File: config.mk
export PLATFORM = sky130hd
export DESIGN_NAME = video_packet_frame_reassembler
export DESIGN_NICKNAME = d
export VERILOG_FILES = /design/src/rtl/vpfr_pkg.sv /design/src/rtl/video_packet_frame_reassembler.sv
export SDC_FILE = /design/constraint.sdc
export NUM_CORES = 1
export LEC_CHECK = 0
export ABC_CLOCK_PERIOD_IN_PS = 6300
export BUFFER_PORTS_ARGS = -buffer_cell sky130_fd_sc_hd__buf_2
export CAP_MARGIN = 10
export CORE_ASPECT_RATIO = 0.5
export CORE_MARGIN = 4
export CORE_UTILIZATION = 52
export DETAILED_ROUTE_END_ITERATION = 12
export GPL_ROUTABILITY_DRIVEN = 0
export PLACE_DENSITY = 0.76
export SYNTH_ARGS = -nofsm -noshare
export SYNTH_HDL_FRONTEND = slang
export SYNTH_SLANG_ARGS = --single-unit
File: constraint.sdc
create_clock -name aclk -period 6.3 [get_ports aclk]
set_input_delay 0.63 -clock aclk [delete_from_list [all_inputs] [get_ports aclk]]
set_output_delay 0.63 -clock aclk [all_outputs]
set_load 0.01 [all_outputs]
File: src/rtl/vpfr_pkg.sv
// vpfr_pkg: types and constants for the video packet frame reassembler
// no dependencies; imported by video_packet_frame_reassembler
package vpfr_pkg;

    localparam int unsigned MAX_PACKET_BYTES = 2048;
    localparam int unsigned HEADER_BYTES     = 4;

    localparam int unsigned PLEN_W   = 12;
    localparam int unsigned PNUM_W   = 8;
    localparam int unsigned OFFS_W   = 24;
    localparam int unsigned WLEN_W   = 11;
    localparam int unsigned BYTES_W  = 32;
    localparam int unsigned SEQ_W    = 32;
    localparam int unsigned CFG_W    = 24;
    localparam int unsigned CFG_IDX_W = 1;

    localparam logic [CFG_W-1:0] CAPACITY_RESET = 24'd131072;

    typedef enum logic [CFG_IDX_W-1:0] {
        REG_ENABLE         = 1'b0,
        REG_FRAME_CAPACITY = 1'b1
    } cfg_reg_t;

    typedef enum logic [2:0] {
        ACT_IGNORED    = 3'd0,
        ACT_STORED     = 3'd1,
        ACT_FRAME_DONE = 3'd2,
        ACT_FRAME_LOST = 3'd3,
        ACT_OVERFLOW   = 3'd4,
        ACT_DROPPED    = 3'd5
    } action_t;

    typedef struct packed {
        logic [PLEN_W-1:0] packet_length;
        logic [PNUM_W-1:0] pkt_number;
        logic              end_of_frame;
        logic              buffer_available;
    } pkt_in_t;

    typedef struct packed {
        action_t           action;
        logic [OFFS_W-1:0] write_offset;
        logic [WLEN_W-1:0] write_length;
        logic [OFFS_W-1:0] frame_length;
        logic [SEQ_W-1:0]  frame_sequence;
    } pkt_out_t;

endpackage

File: src/rtl/video_packet_frame_reassembler.sv
// video_packet_frame_reassembler: per-packet frame reassembly tracking
// depends on vpfr_pkg for payload structs, action codes and constants
// an accepted packet is held in in_reg; its result is registered in out_reg
// one packet per cycle while m_ready is high; single compare/add/update path
// reset (aresetn low, synchronous): block disabled, capacity 131072,
// frame state and sequence cleared, both pipeline registers empty
module video_packet_frame_reassembler (
    input  logic                          aclk,
    input  logic                          aresetn,
    input  logic                          cfg_wr_en,
    input  logic [vpfr_pkg::CFG_IDX_W-1:0] cfg_index,
    input  logic [vpfr_pkg::CFG_W-1:0]    cfg_wr_data,
    input  logic                          s_valid,
    output logic                          s_ready,
    input  vpfr_pkg::pkt_in_t             s_data,
    output logic                          m_valid,
    input  logic                          m_ready,
    output vpfr_pkg::pkt_out_t            m_data
);
    import vpfr_pkg::*;

    logic               enable_reg;
    logic [CFG_W-1:0]   capacity_reg;

    logic               in_valid_reg;
    pkt_in_t            in_reg;
    logic               out_valid_reg;
    pkt_out_t           out_reg;
    pkt_out_t           out_next;

    logic [PNUM_W-1:0]  seen_reg, seen_next;
    logic [BYTES_W-1:0] bytes_reg, bytes_next;
    logic [SEQ_W-1:0]   seq_reg, seq_next;

    logic               advance;
    logic               plen_ok;
    logic               restart;
    logic               num_match;
    logic               over;
    logic [PLEN_W-1:0]  payload;
    logic [PNUM_W-1:0]  seen_base;
    logic [BYTES_W-1:0] bytes_base;
    logic [BYTES_W:0]   sum;
    logic [BYTES_W-1:0] newbytes;

    assign advance = in_valid_reg && (!out_valid_reg || m_ready);
    assign s_ready = !in_valid_reg || advance;
    assign m_valid = out_valid_reg;
    assign m_data  = out_reg;

    // configuration
    always_ff @(posedge aclk) begin
        if (!aresetn) begin
            enable_reg   <= 1'b0;
            capacity_reg <= CAPACITY_RESET;
        end else if (cfg_wr_en) begin
            unique case (cfg_index)
                REG_ENABLE:         enable_reg   <= cfg_wr_data[0];
                REG_FRAME_CAPACITY: capacity_reg <= cfg_wr_data;
                default: ;
            endcase
        end
    end

    // packet evaluation
    always_comb begin
        plen_ok    = enable_reg
                     && (in_reg.packet_length > PLEN_W'(HEADER_BYTES))
                     && ({5'b0, in_reg.packet_length} <= 17'(MAX_PACKET_BYTES));
        payload    = in_reg.packet_length - PLEN_W'(HEADER_BYTES);
        restart    = (in_reg.pkt_number == PNUM_W'(1));
        seen_base  = restart ? '0 : seen_reg;
        bytes_base = restart ? '0 : bytes_reg;
        num_match  = ({1'b0, seen_base} + (PNUM_W+1)'(1)) == {1'b0, in_reg.pkt_number};
        sum        = {1'b0, bytes_base} + (BYTES_W+1)'(payload);
        newbytes   = sum[BYTES_W] ? '1 : sum[BYTES_W-1:0];
        over       = sum > (BYTES_W+1)'(capacity_reg);

        out_next                = '0;
        out_next.action         = ACT_IGNORED;
        out_next.frame_sequence = seq_reg;
        seen_next               = seen_reg;
        bytes_next              = bytes_reg;
        seq_next                = seq_reg;

        if (plen_ok) begin
            seen_next  = seen_base;
            bytes_next = bytes_base;
            if (num_match) begin
                seen_next  = seen_base + PNUM_W'(1);
                bytes_next = newbytes;
                if (over) begin
                    out_next.action = ACT_OVERFLOW;
                    if (in_reg.end_of_frame) begin
                        out_next.action = ACT_DROPPED;
                        bytes_next      = '0;
                        seq_next        = seq_reg + SEQ_W'(1);
                    end
                end else begin
                    out_next.action       = ACT_STORED;
                    out_next.write_offset = bytes_base[OFFS_W-1:0];
                    out_next.write_length = (payload > PLEN_W'(2047)) ? '1
                                                                      : payload[WLEN_W-1:0];
                    if (in_reg.end_of_frame) begin
                        if (in_reg.buffer_available) begin
                            out_next.action       = ACT_FRAME_DONE;
                            out_next.frame_length = newbytes[OFFS_W-1:0];
                        end else begin
                            out_next.action = ACT_FRAME_LOST;
                        end
                        bytes_next = '0;
                        seq_next   = seq_reg + SEQ_W'(1);
                    end
                end
            end
        end
    end

    // pipeline and frame state
    always_ff @(posedge aclk) begin
        if (!aresetn) begin
            in_valid_reg  <= 1'b0;
            out_valid_reg <= 1'b0;
            seen_reg      <= '0;
            bytes_reg     <= '0;
            seq_reg       <= '0;
        end else begin
            if (s_valid && s_ready) begin
                in_valid_reg <= 1'b1;
            end else if (advance) begin
                in_valid_reg <= 1'b0;
            end
            if (advance) begin
                out_valid_reg <= 1'b1;
                seen_reg      <= seen_next;
                bytes_reg     <= bytes_next;
                seq_reg       <= seq_next;
            end else if (m_ready) begin
                out_valid_reg <= 1'b0;
            end
        end
    end

    always_ff @(posedge aclk) begin
        if (s_valid && s_ready) begin
            in_reg <= s_data;
        end
        if (advance) begin
            out_reg <= out_next;
        end
    end

    // checks
    a_seq_advance: assert property (@(posedge aclk) disable iff (!aresetn)
        advance && (out_next.action == ACT_FRAME_DONE || out_next.action == ACT_FRAME_LOST
                    || out_next.action == ACT_DROPPED)
        |=> seq_reg == $past(seq_reg) + SEQ_W'(1))
        else $error("sequence did not advance at end of frame");

    a_state_hold: assert property (@(posedge aclk) disable iff (!aresetn)
        !advance |=> $stable(seen_reg) && $stable(bytes_reg) && $stable(seq_reg))
        else $error("frame state changed without a transaction");

    a_done_length: assert property (@(posedge aclk) disable iff (!aresetn)
        out_valid_reg && out_reg.action == ACT_FRAME_DONE |-> out_reg.frame_length != '0)
        else $error("completed frame reported with zero length");

    a_no_store_fields: assert property (@(posedge aclk) disable iff (!aresetn)
        out_valid_reg && (out_reg.action == ACT_IGNORED || out_reg.action == ACT_OVERFLOW
                          || out_reg.action == ACT_DROPPED)
        |-> out_reg.write_length == '0 && out_reg.write_offset == '0)
        else $error("write fields set on a packet that was not stored");

endmodule
After elaboration in Yosys (flattened, before gate mapping)

Index checks and enable logic that the tools add are counted.

Bits in registers: 215
Latch bits: 0
Bits in writable memories: 0
ROM bits: 0
Memories kept: 0

$add $sub $neg: 5
Multiply operators: 0
Div/mod/pow operators: 0
Magnitude comparators: 4
Equal/unequal tests: 2
Shift operators: 0
Multiplexer cells: 15
Bitwise gates (word level): 5
Reductions and logical operators: 17

Operators by type and width:

| operator                | count |
|---|---|
| $mux W32                | 4 |
| $add A32 B12 Y33        | 1 |
| $gt A33 B24 Y1          | 1 |
| $add A32 B1 Y32 const B | 1 |
| $mux W8                 | 2 |
| $gt A12 B11 Y1 const B  | 1 |
| $gt A12 B3 Y1 const B   | 1 |
| $le A12 B12 Y1 const B  | 1 |
| $sub A12 B3 Y12 const B | 1 |
| $mux W11                | 1 |
| $add A8 B1 Y9 const B   | 1 |
| $eq A9 B8 Y1            | 1 |
| $add A8 B1 Y8 const B   | 1 |
| $eq A8 B1 Y1 const B    | 1 |
| $reduce_and A2 Y1       | 4 |
| $mux W1                 | 6 |
| $mux W3                 | 2 |
| $not A1 Y1              | 5 |
| $reduce_or A5 Y1        | 1 |
| $logic_and A1 B1 Y1     | 4 |
| $reduce_and A4 Y1       | 1 |
| $reduce_bool A2 Y1      | 2 |
| $reduce_or A3 Y1        | 1 |
| $logic_not A1 Y1        | 2 |
| $logic_or A1 B1 Y1      | 2 |

Longest topological paths before layout

Gate-level depths: netlist of run 1.

Depth after elaboration: 6
Gate-level depth with buffers: 30

Least setup slack after synthesis of run 1

OpenSTA, ideal clock, no wires.

Path type: register to register
From: register in_reg[2] in the netlist's numbering
To: register out_reg, in the netlist m_data[49] (data pin)
Library setup time: 0.170 ns
Arrival: 6.291 ns
Data required time: 6.130 ns
Setup slack: -0.161 ns
Cell stages (with the launch flop): 28
Buffers on the path: 6
Cells stage by stage: edfxtp_1 or4b_1 clkbuf_1 or2_1 clkbuf_1 clkbuf_1 clkbuf_1 clkbuf_1 nand2_1 inv_1 ha_1 inv_1 fa_1 nor2b_1 o311ai_0 o211ai_1 a31oi_2 or3_1 xor2_1 ha_1 nand4_1 or4_1 o311ai_0 a21boi_0 and3_1 nand4b_4 buf_2 a311oi_2

Elaborated cells between the ends (all ways): 10
Those cells by class: add/sub: 2; order compare: 1; eq/ne: 2; mux: 3; bitwise: 1; reduce/logical: 1

RTL lines:

| item                              | RTL line                              | RTL |
|---|---|---|
| from (decl)                       | video_packet_frame_reassembler.sv:26  | `pkt_in_t in_reg;` |
| from (signal assigned)            | video_packet_frame_reassembler.sv:146 | `in_reg <= s_data;` |
| $eq A8 B1 Y1 *                    | video_packet_frame_reassembler.sv:71  | `restart = (in_reg.pkt_number == PNUM_W'(1));` |
| $mux W32 *                        | video_packet_frame_reassembler.sv:73  | `bytes_base = restart ? '0 : bytes_reg;` |
| net bytes_base[0]                 | video_packet_frame_reassembler.sv:42  | `logic [BYTES_W-1:0] bytes_base;` |
| $add A32 B12 Y33 *                | video_packet_frame_reassembler.sv:75  | `sum = {1'b0, bytes_base} + (BYTES_W+1)'(payload);` |
| $gt A33 B24 Y1                    | video_packet_frame_reassembler.sv:77  | `over = sum > (BYTES_W+1)'(capacity_reg);` |
| $reduce_or A5 Y1 (no source line) | --                                    |  |
| to (signal assigned)              | video_packet_frame_reassembler.sv:149 | `out_reg <= out_next;` |
| to (decl)                         | video_packet_frame_reassembler.sv:28  | `pkt_out_t out_reg;` |

The timed path passes the listed nets; every way through them passes the cells marked *.
A chain may end at the register's enable or synchronous reset.

Final worst setup path of run 1

From: register in_reg[12] in the netlist's numbering
To: register out_reg, in the netlist m_data[66] (data pin)

Longest elaborated chain between the ends: 5
Elaborated cells between the ends (all ways): 11
Those cells by class: add/sub: 2; order compare: 4; mux: 1; bitwise: 1; reduce/logical: 3

RTL lines:

| item |
|---|
| branches (longest 5 deep; another with $add A32 B12 Y33) |

Parallel ways; which one is timed is not known.

==> metrics.txt, run 1 <==
largest net degree at the start of global routing between 80 and 90; # rows 36; library cells used by synthesis 65; CP Cell Sequence inv_1, ha_1, nor3b_1, nand2_1, or3_1, xnor2_1, ha_1, a21oi_1, o221ai_2, a211oi_2, nor3_1, xnor2_1, nor2_1, ha_1, nand4_1, or4_1, o211ai_1, o311ai_2, a21boi_0, and3_2, nand4b_4, buf_4, o21ba_1; post-detailed-route DRC marker count 0; GR Overflow Total 0; LEAKAGE 4.70 nW; Worst Setup EP m_data[66]; period utilization a little over nine tenths; cell area after layout between 0.01 and 0.015 mm^2; core area 0.0197 mm^2; Slew Limit Fails 0; reg-to-reg setup timing slack 0.23 ns; placed insts about 1,500; Avg Synthesized Cell Area 9.61 um^2; max reg flops 94; TritonCTS Buffers 19; Syn Nets between 1,000 and 1,500; DIE WIDTH about 210 um; Ant. Diodes 0; clk_lat worst skew about 0.52 ns; CTS tree done; PD cells between 200 and 250 mW/mm^2; WS Path Type reg -> reg; Ys Warns 0; sequential-to-total area share from yosys stat 51.5%; non-filler cells, final approximately 1,500; number of iterations in the first detailed-routing pass 6; crit path time final roughly 6.1 ns; P&R area growth vs syn 16.5%; routed wire length 27,400 um; Clock Sinks 215; nets 1,341; EDFF count, synth 116; crit end category flop; Routed Antenna Nets 0; most frequent cells in the layout nand2_1 (152), buf_2 (147), edfxtp_1 (116); Initial Util between 50% and 60%; Fmax achieved approximately 160 MHz; initial antenna violation count 0; CP max FO 17; R2R Path End m_data[66]; vias in the first global route 8,490; commonest non-fill, non-tap cell in the layout nand2_1; Hold Slack roughly 0.29 ns; I/O Pins ~150; Final Hold Fails 0; layout cells sized above 1 roughly 18%; # port buffers approximately 150; Initial DRC Count around 960; Main synth FF type edfxtp_1; synthesized area 0.0106 mm^2; htree depth 1; CP Buf/Inv Count 2; Via density between 5 and 6; WP data required between 6 and 7 ns; Setup-failing EPs final 0; ys async rst share 0%; max-cap viol count 0; worst r2r path cells 23; placed inst area between 0.01 and 0.015 mm^2; Rel. slew slack 23.1%; Worst path slowest cell or4_1; reg2reg start in_reg[12]; Setup WS post-layout 0.233 ns; die height 109 um; Max rail drop VDD about 0.18 mV; synthesized flop and latch total 215; Worst path max stage delay 0.59 ns; Worst path most repeated cell ha_1; CP top delay family simple AND/OR/NAND/NOR gates; Max Clock Skew approximately 0.012 ns; WL/cell 18.0 um; clock slew at reported path FFs roughly 0.080 ns; first-pass GRT wire length about 43,000 um; outcome finished clean; routed via count roughly 8,900; Worst Setup SP in_reg[12]; Longest Clk Path Bufs 3; CP Data Arrival Time 6.35 ns; WP depth 23; Worst Setup Start Kind flop; Root Buffer clkbuf_16; Least-Margin Pin Slew ~1.2 ns; Hold WC Path Type in -> reg; total track usage 23.5%; hpwl dp between 15,000 and 20,000 um; area of the die about 0.023 mm^2; Hold Path Origin s_data[6]; Place WS -0.00807 ns; Syn Inst Count around 1,100; Core Util, Final 62.6%
[power by group]
part	switching [W]	internal, W	total, W
Sequential	0.0000201	0.00152	0.00154
Combinational	0.000124	0.0000719	0.000196
Clock	0.000530	0.000633	0.00116
[area by class of cell]
class,instances,area [um^2]
clock buffers,26,522
multi-input cells,778,4780
flip-flops and latches,215,5470
inverters,61,230
well taps,266,333
fillers,1649,7370
clock inverters,8,86.3
repair buffers,173,943
[worst min-delay path by stage]
| stage | endpoint | slack (ns) | cells past startpoint |
|---|---|---|---|
| 6_report | in_reg[6] | 0.29 | 1 |
| 5_1_grt | in_reg[6] | 0.27 | 1 |
| 4_1_cts | in_reg[6] | 0.27 | 1 |
| 3_5_place_dp | m_data[31] | 0.45 | 0 |
| 3_3_place_gp | bytes_reg[7] | 0.44 | 2 |
| 2_1_floorplan | m_data[6] | 0.42 | 0 |
[Yosys cell counts (all sizes together), types with 7 or more instances]
cell	n	area share [%]
a21oi	41	1.9
nor2	96	3.4
o21ai	58	2.8
xnor2	43	3.6
a21o	7	0.50
o21a	7	0.50
xor2	21	1.7
and3	11	0.65
nor3	49	2.4
dfxtp	99	19
nand4	23	1.4
nand2	152	5.4
ha	40	4.7
a21boi	34	2.4
nor2b	11	0.65
nor4	18	1.2
edfxtp	116	33
and2	27	1.6
clkbuf	49	1.7
nand3	41	1.9
inv	61	2.2
[cell families (layout without fill, tap and decap cells)]
logic type / Yosys count / in the layout / share of synthesized area [%]
AND/OR/NAND/NOR: 470 / 470 / 21.6
flip-flops: 215 / 215 / 51.5
AO/OA/AOI/OAI: 197 / 197 / 12.2
buffers and inverters: 111 / 268 / 3.94
XOR/XNOR: 64 / 64 / 5.28
adder cells (fa/ha/maj): 43 / 43 / 5.10
multiplexers: 4 / 4 / 0.377
[per-stage QoR]
step | power, W | setup TNS [ns]
after global routing | 0.00301 | -0.899
after floorplan | 0.00168 | 0
after detailed placement | 0.00176 | -0.00807
final | 0.00289 | 0
after global placement | 0.00175 | 0
after CTS | 0.00292 | 0
[per-layer routing]
metal / routed length (um) / global-route usage, % / up-vias
met4: 1050 / 7.91 / 0
met2: 12500 / 38.8 / 433
met3: 2240 / 4.80 / 101
met5: 0 / 0 / -
li1: - / - / 4193
met1: 11600 / 31.4 / 4186
[what timing repair did]
item	4_1_cts	5_1_grt
resized for setup	2	14
endpoints found under the setup margin	24	62
pin swaps	0	2
setup buffers	0	3
endpoints found under the hold margin	0	0
hold buffers	0	0
No activity file was read; power rests on OpenSTA's default activity.
==> run 2: changes to the inputs <==
Settings changed: BUFFER_PORTS_ARGS -buffer_cell sky130_fd_sc_hd__buf_2 to -buffer_cell sky130_fd_sc_hd__clkbuf_2, SLEW_MARGIN set to 40.
==> run 2 against run 1 <==
Compared with the run above: sequential share of layout area is 0.64 points lower; final area is 1.5% higher; flip-flop and latch count stayed put; clock power is 19% higher; hold slack better by 0.0067 ns; critical path type unchanged; die area stayed put; setup slack worse by 0.066 ns; non-clock buffer count is 3 higher.
==> metrics.txt, run 2 (synthesis results as in run 1) <==
Rel. slew slack between 40% and 50%; reg2reg start in_reg[6]; crit path time final approximately 6.1 ns; I/O Pins between 100 and 150; WS Path Type reg -> reg; initial antenna violation count 0; core area 0.0197 mm^2; largest net degree at the start of global routing 88; R2R Path End m_data[33]; DIE WIDTH 210 um; routed wire length around 27,000 um; clock slew at reported path FFs about 0.07 ns; Initial DRC Count approximately 1,000; Top Layer Used met4; Setup-failing EPs final 0; die height 109 um; first-pass GRT wire length approximately 42,000 um; hold depth 1; placed insts about 1,500; GR Overflow Total 0; Worst path slowest cell or4_1; post-detailed-route DRC marker count 0; Final Hold Fails 0; WL/cell roughly 18 um; Initial Util 53.8%; TritonCTS Buffers 20; hpwl dp 19,700 um; CP max FO between 40 and 50; Slew Limit Fails 0; # rows 36; CTS tree done; period utilization a little over nine tenths; nets 1,345; area of the die between 0.02 and 0.025 mm^2; CP top delay family simple AND/OR/NAND/NOR gates; number of iterations in the first detailed-routing pass 7; Fmax achieved ~160 MHz; PD cells between 200 and 250 mW/mm^2; total track usage 22.8%; clk_lat worst skew ~0.5 ns; Tot Pwr 0.00311 W; CP Data Arrival Time between 6 and 7 ns; CP Buf/Inv Count 2; Root Buffer clkbuf_16; met3 WL about 2300 um; Core Util, Final around 64%; placed inst area between 0.01 and 0.015 mm^2; max-cap viol count 0; commonest non-fill, non-tap cell in the layout nand2_1; CP Cell Sequence or4_1, or2_4, nand2_1, inv_1, ha_1, nor2b_1, o311ai_0, o211ai_1, a31oi_4, or3_1, xor2_1, ha_1, nand4_1, or4_1, o311ai_0, a21boi_0, and3_2, nand4b_4, buf_8, nor3_1; met1 WL approximately 11,000 um; max reg flops 94; Via density just under 6; Least-Margin Pin Slew 0.803 ns; Hold Path Origin s_data[13]; cell area after layout 0.0125 mm^2; Max rail drop VDD roughly 0.2 mV; WP data required ~6.6 ns; most frequent cells in the layout nand2_1 (151), clkbuf_2 (147), edfxtp_1 (116); Place WS between 0.04 and 0.05 ns; layout cells sized above 1 19.0%; reg-to-reg setup timing slack between 0.15 and 0.2 ns; outcome finished clean; crit end category flop; routed via count 8,991; worst r2r path cells 20; Hold WC Path Type in -> reg; Max Clock Skew approximately 0.011 ns; non-filler cells, final approximately 1,500; Routed Antenna Nets 0; Clock Sinks about 220; Longest Clk Path Bufs 3; fillers about 1,600; vias in the first global route between 8,000 and 9,000; LEAKAGE 4.83 nW; htree depth 1; # port buffers 147; Worst Setup Start Kind flop; Worst Hold Path EP in_reg[13]; Worst path max stage delay around 0.58 ns; Ant. Diodes 0; Setup WS post-layout 0.166 ns; cts hold-fix bufs 0; metal2 WL about 12,000 um; P&R area growth vs syn 18.2%
==> run 2: worst max path at each step <==
stage	from	endpoint	slack (ns)	cells past startpoint
floorplan	in_reg[6]	m_data[49]	0.02	25
global placement	in_reg[6]	m_data[46]	0.22	25
CTS	in_reg[8]	m_data[53]	0.05	23
detailed placement	in_reg[6]	m_data[33]	0.04	20
global route	in_reg[8]	m_data[36]	-0.02	21
finish	in_reg[6]	m_data[33]	0.17	20
==> run 2: report_power, final <==
group	switching (W)	leakage, nW	total (W)	internal, W
combinational	0.000125	2.56	0.000198	0.0000727
sequential	0.0000209	1.90	0.00154	0.00152
clock	0.000539	0.368	0.00138	0.000841
total	0.000685	4.83	0.00311	0.00243
==> run 2: timing repair <==
| item | CTS | global route |
|---|---|---|
| pin swaps | 0 | 2 |
| setup endpoints to repair | 26 | 61 |
| gates resized for setup | 2 | 15 |
| setup buffers | 0 | 1 |
==> run 2: final cells by class <==
cell class                 count  area, um^2  share of cell area (%)
inverter                      61         230                    1.84
multi-input combinational    778        4800                    38.3
timing repair buffer         176         961                    7.66
clock buffer                  24         557                    4.44
sequential                   215        5470                    43.6
clock inverter                12         195                    1.56
tap                          266         333                    2.65
==> run 2: per-layer routing <==
metal | GRT usage (%) | vias to the layer above
met5 | 0 | -
met2 | 38.5 | 432
li1 | - | 4213
met4 | 6.61 | 0
met1 | 30.8 | 4241
met3 | 3.94 | 105
==> run 2: through the flow <==
stage	setup TNS, ns	hold WS [ns]
2_1_floorplan	0	0.423
3_5_place_dp	0	0.445
5_1_grt	-0.0497	0.288
3_3_place_gp	0	0.439
6_report	0	0.296
4_1_cts	0	0.284
==> run 3: changes to the inputs <==
Settings changed: CORE_MARGIN 4 to unset.
==> run 3 against run 2 <==
Compared with the run above: combinational power hardly changed; via count decreased by 0.61%; cell count up 0.20%; setup slack improved by 0.069 ns; utilization is 0.34 points higher; total power fell by 4.3%; clock skew grew 0.0070 ns; global-route usage grew 2.1 points; final area increased by 0.53%; register-to-register slack improved by 0.07 ns; sequential power hardly changed; largest cell class unchanged.
==> metrics.txt, run 3 (synthesis results as in run 1) <==
fillers 1,590; Rel. slew slack 47.5%; Final Hold Fails 0; Max rail drop VDD around 0.14 mV; Core Util, Final between 60% and 70%; Worst Setup Start Kind flop; WP data required 6.62 ns; routed via count 8,936; Reg area roughly 0.0055 mm^2; crit end category flop; area occupied by multi-input gates just under 0.005 mm^2; Fmax achieved 165 MHz; Tot Pwr slightly below 0.003 W; Worst path max stage delay ~0.6 ns; routed wire length 27,200 um; post-detailed-route DRC marker count 0; CTS tree done; Top Layer Used met4; outcome finished clean; most frequent cells in the layout nand2_1 (151), clkbuf_2 (147), edfxtp_1 (116); setup TNS 0 ns; vias in the first global route 8,224; WL/cell 17.7 um; DIE WIDTH approximately 200 um; nets ~1,300; htree depth 1; Ant. Diodes 0; Max Clock Skew around 0.018 ns; Least-Margin Pin Slew ~0.8 ns; core area between 0.015 and 0.02 mm^2; RSZ-0062 raised after global routing no; Slew Limit Fails 0; period utilization about 96%; clock slew at reported path FFs approximately 0.07 ns; area of the die 0.0210 mm^2; Setup-failing EPs final 0; Worst path slowest cell or4_1; Hold Slack 0.299 ns; initial antenna violation count 0; # port buffers 147; largest net degree at the start of global routing just under 90; CP Data Arrival Time around 6.4 ns; TritonCTS Buffers 20; met1 WL around 12,000 um; Hold WC Path Type in -> reg; WS Path Type reg -> reg; first-pass GRT wire length 41,500 um; clk_lat worst skew 0.51 ns; hpwl dp approximately 19,000 um; number of iterations in the first detailed-routing pass 7; metal2 WL 12,300 um; Root Buffer clkbuf_16; max-cap viol count 0; layout cells sized above 1 between 10% and 20%; placed inst area roughly 0.012 mm^2; GR Overflow Total 0; max reg flops 94; Via density 5.82; Initial DRC Count 820; Longest Clk Path Bufs 3; Clock Sinks around 220; LEAKAGE slightly below 5 nW; commonest non-fill, non-tap cell in the layout nand2_1; crit path time final about 6.1 ns; Initial Util 53.8%; die height between 100 and 150 um; total track usage between 20% and 30%; met3 WL about 2100 um; Routed Antenna Nets 0; CP max FO 10; PD cells approximately 240 mW/mm^2; # rows 36; P&R area growth vs syn 18.8%; I/O Pins 148; cell area after layout between 0.01 and 0.015 mm^2
==> run 3: cell type report <==
type	count	share of cell area, %
clock buffer	24	4.34
clock inverter	12	1.06
inverter	61	1.83
multi-input combinational	778	38.1
sequential	215	43.4
tap	266	2.64
timing repair buffer	179	8.63
==> run 3: worst max-delay path, delay by kind of cell (launching register included) <==
family / cells / cell delay [ns]
adder cells (fa/ha/maj): 3 / 0.72
flip-flops: 1 / 0.40
XOR/XNOR: 1 / 0.10
buffers and inverters: 5 / 0.69
AND/OR/NAND/NOR: 11 / 2.51
AO/OA/AOI/OAI: 5 / 1.44
==> run 3: report_power, final <==
group	internal (W)	total [W]	switching, W
clock network	0.000711	0.00125	0.000535
registers	0.00152	0.00154	0.0000210
logic	0.0000724	0.000196	0.000124
total	0.00230	0.00298	0.000680
==> run 3: path summary, 6_finish.rpt <==
check	slack [ns]	cells after the start	to	startpoint
setup / recovery	0.24	25	m_data[51]	in_reg[6]
hold / removal	0.30	1	in_reg[14]	s_data[14]
setup reg to reg	0.24	25	m_data[51]	in_reg[6]
hold reg to reg	0.45	0	m_data[6]	seq_reg[6]
==> run 3: timing repair <==
| item | 4_1_cts | 5_1_grt |
|---|---|---|
| buffers inserted | 1 | 3 |
| hold buffers | 0 | 0 |
| gates resized for setup | 1 | 23 |
| gates cloned | 0 | 4 |
| pin swaps | 1 | 6 |
| setup endpoints to repair | 19 | 62 |
==> run 3: metrics by stage <==
step | worst slack [ns] | instances
after floorplan | 0.0168 | 1104
after global placement | 0.302 | 1491
after detailed placement | -0.0312 | 1491
after CTS | 0.0834 | 1528
after global routing | 0.0274 | 1535
final | 0.235 | 1535
==> run 3: metal layers <==
| metal | GRT usage (%) | vias up |
|---|---|---|
| li1 | - | 4223 |
| met1 | 33.4 | 4203 |
| met2 | 41.9 | 414 |
| met3 | 4.27 | 96 |
| met4 | 7.63 | 0 |
| met5 | 0 | - |
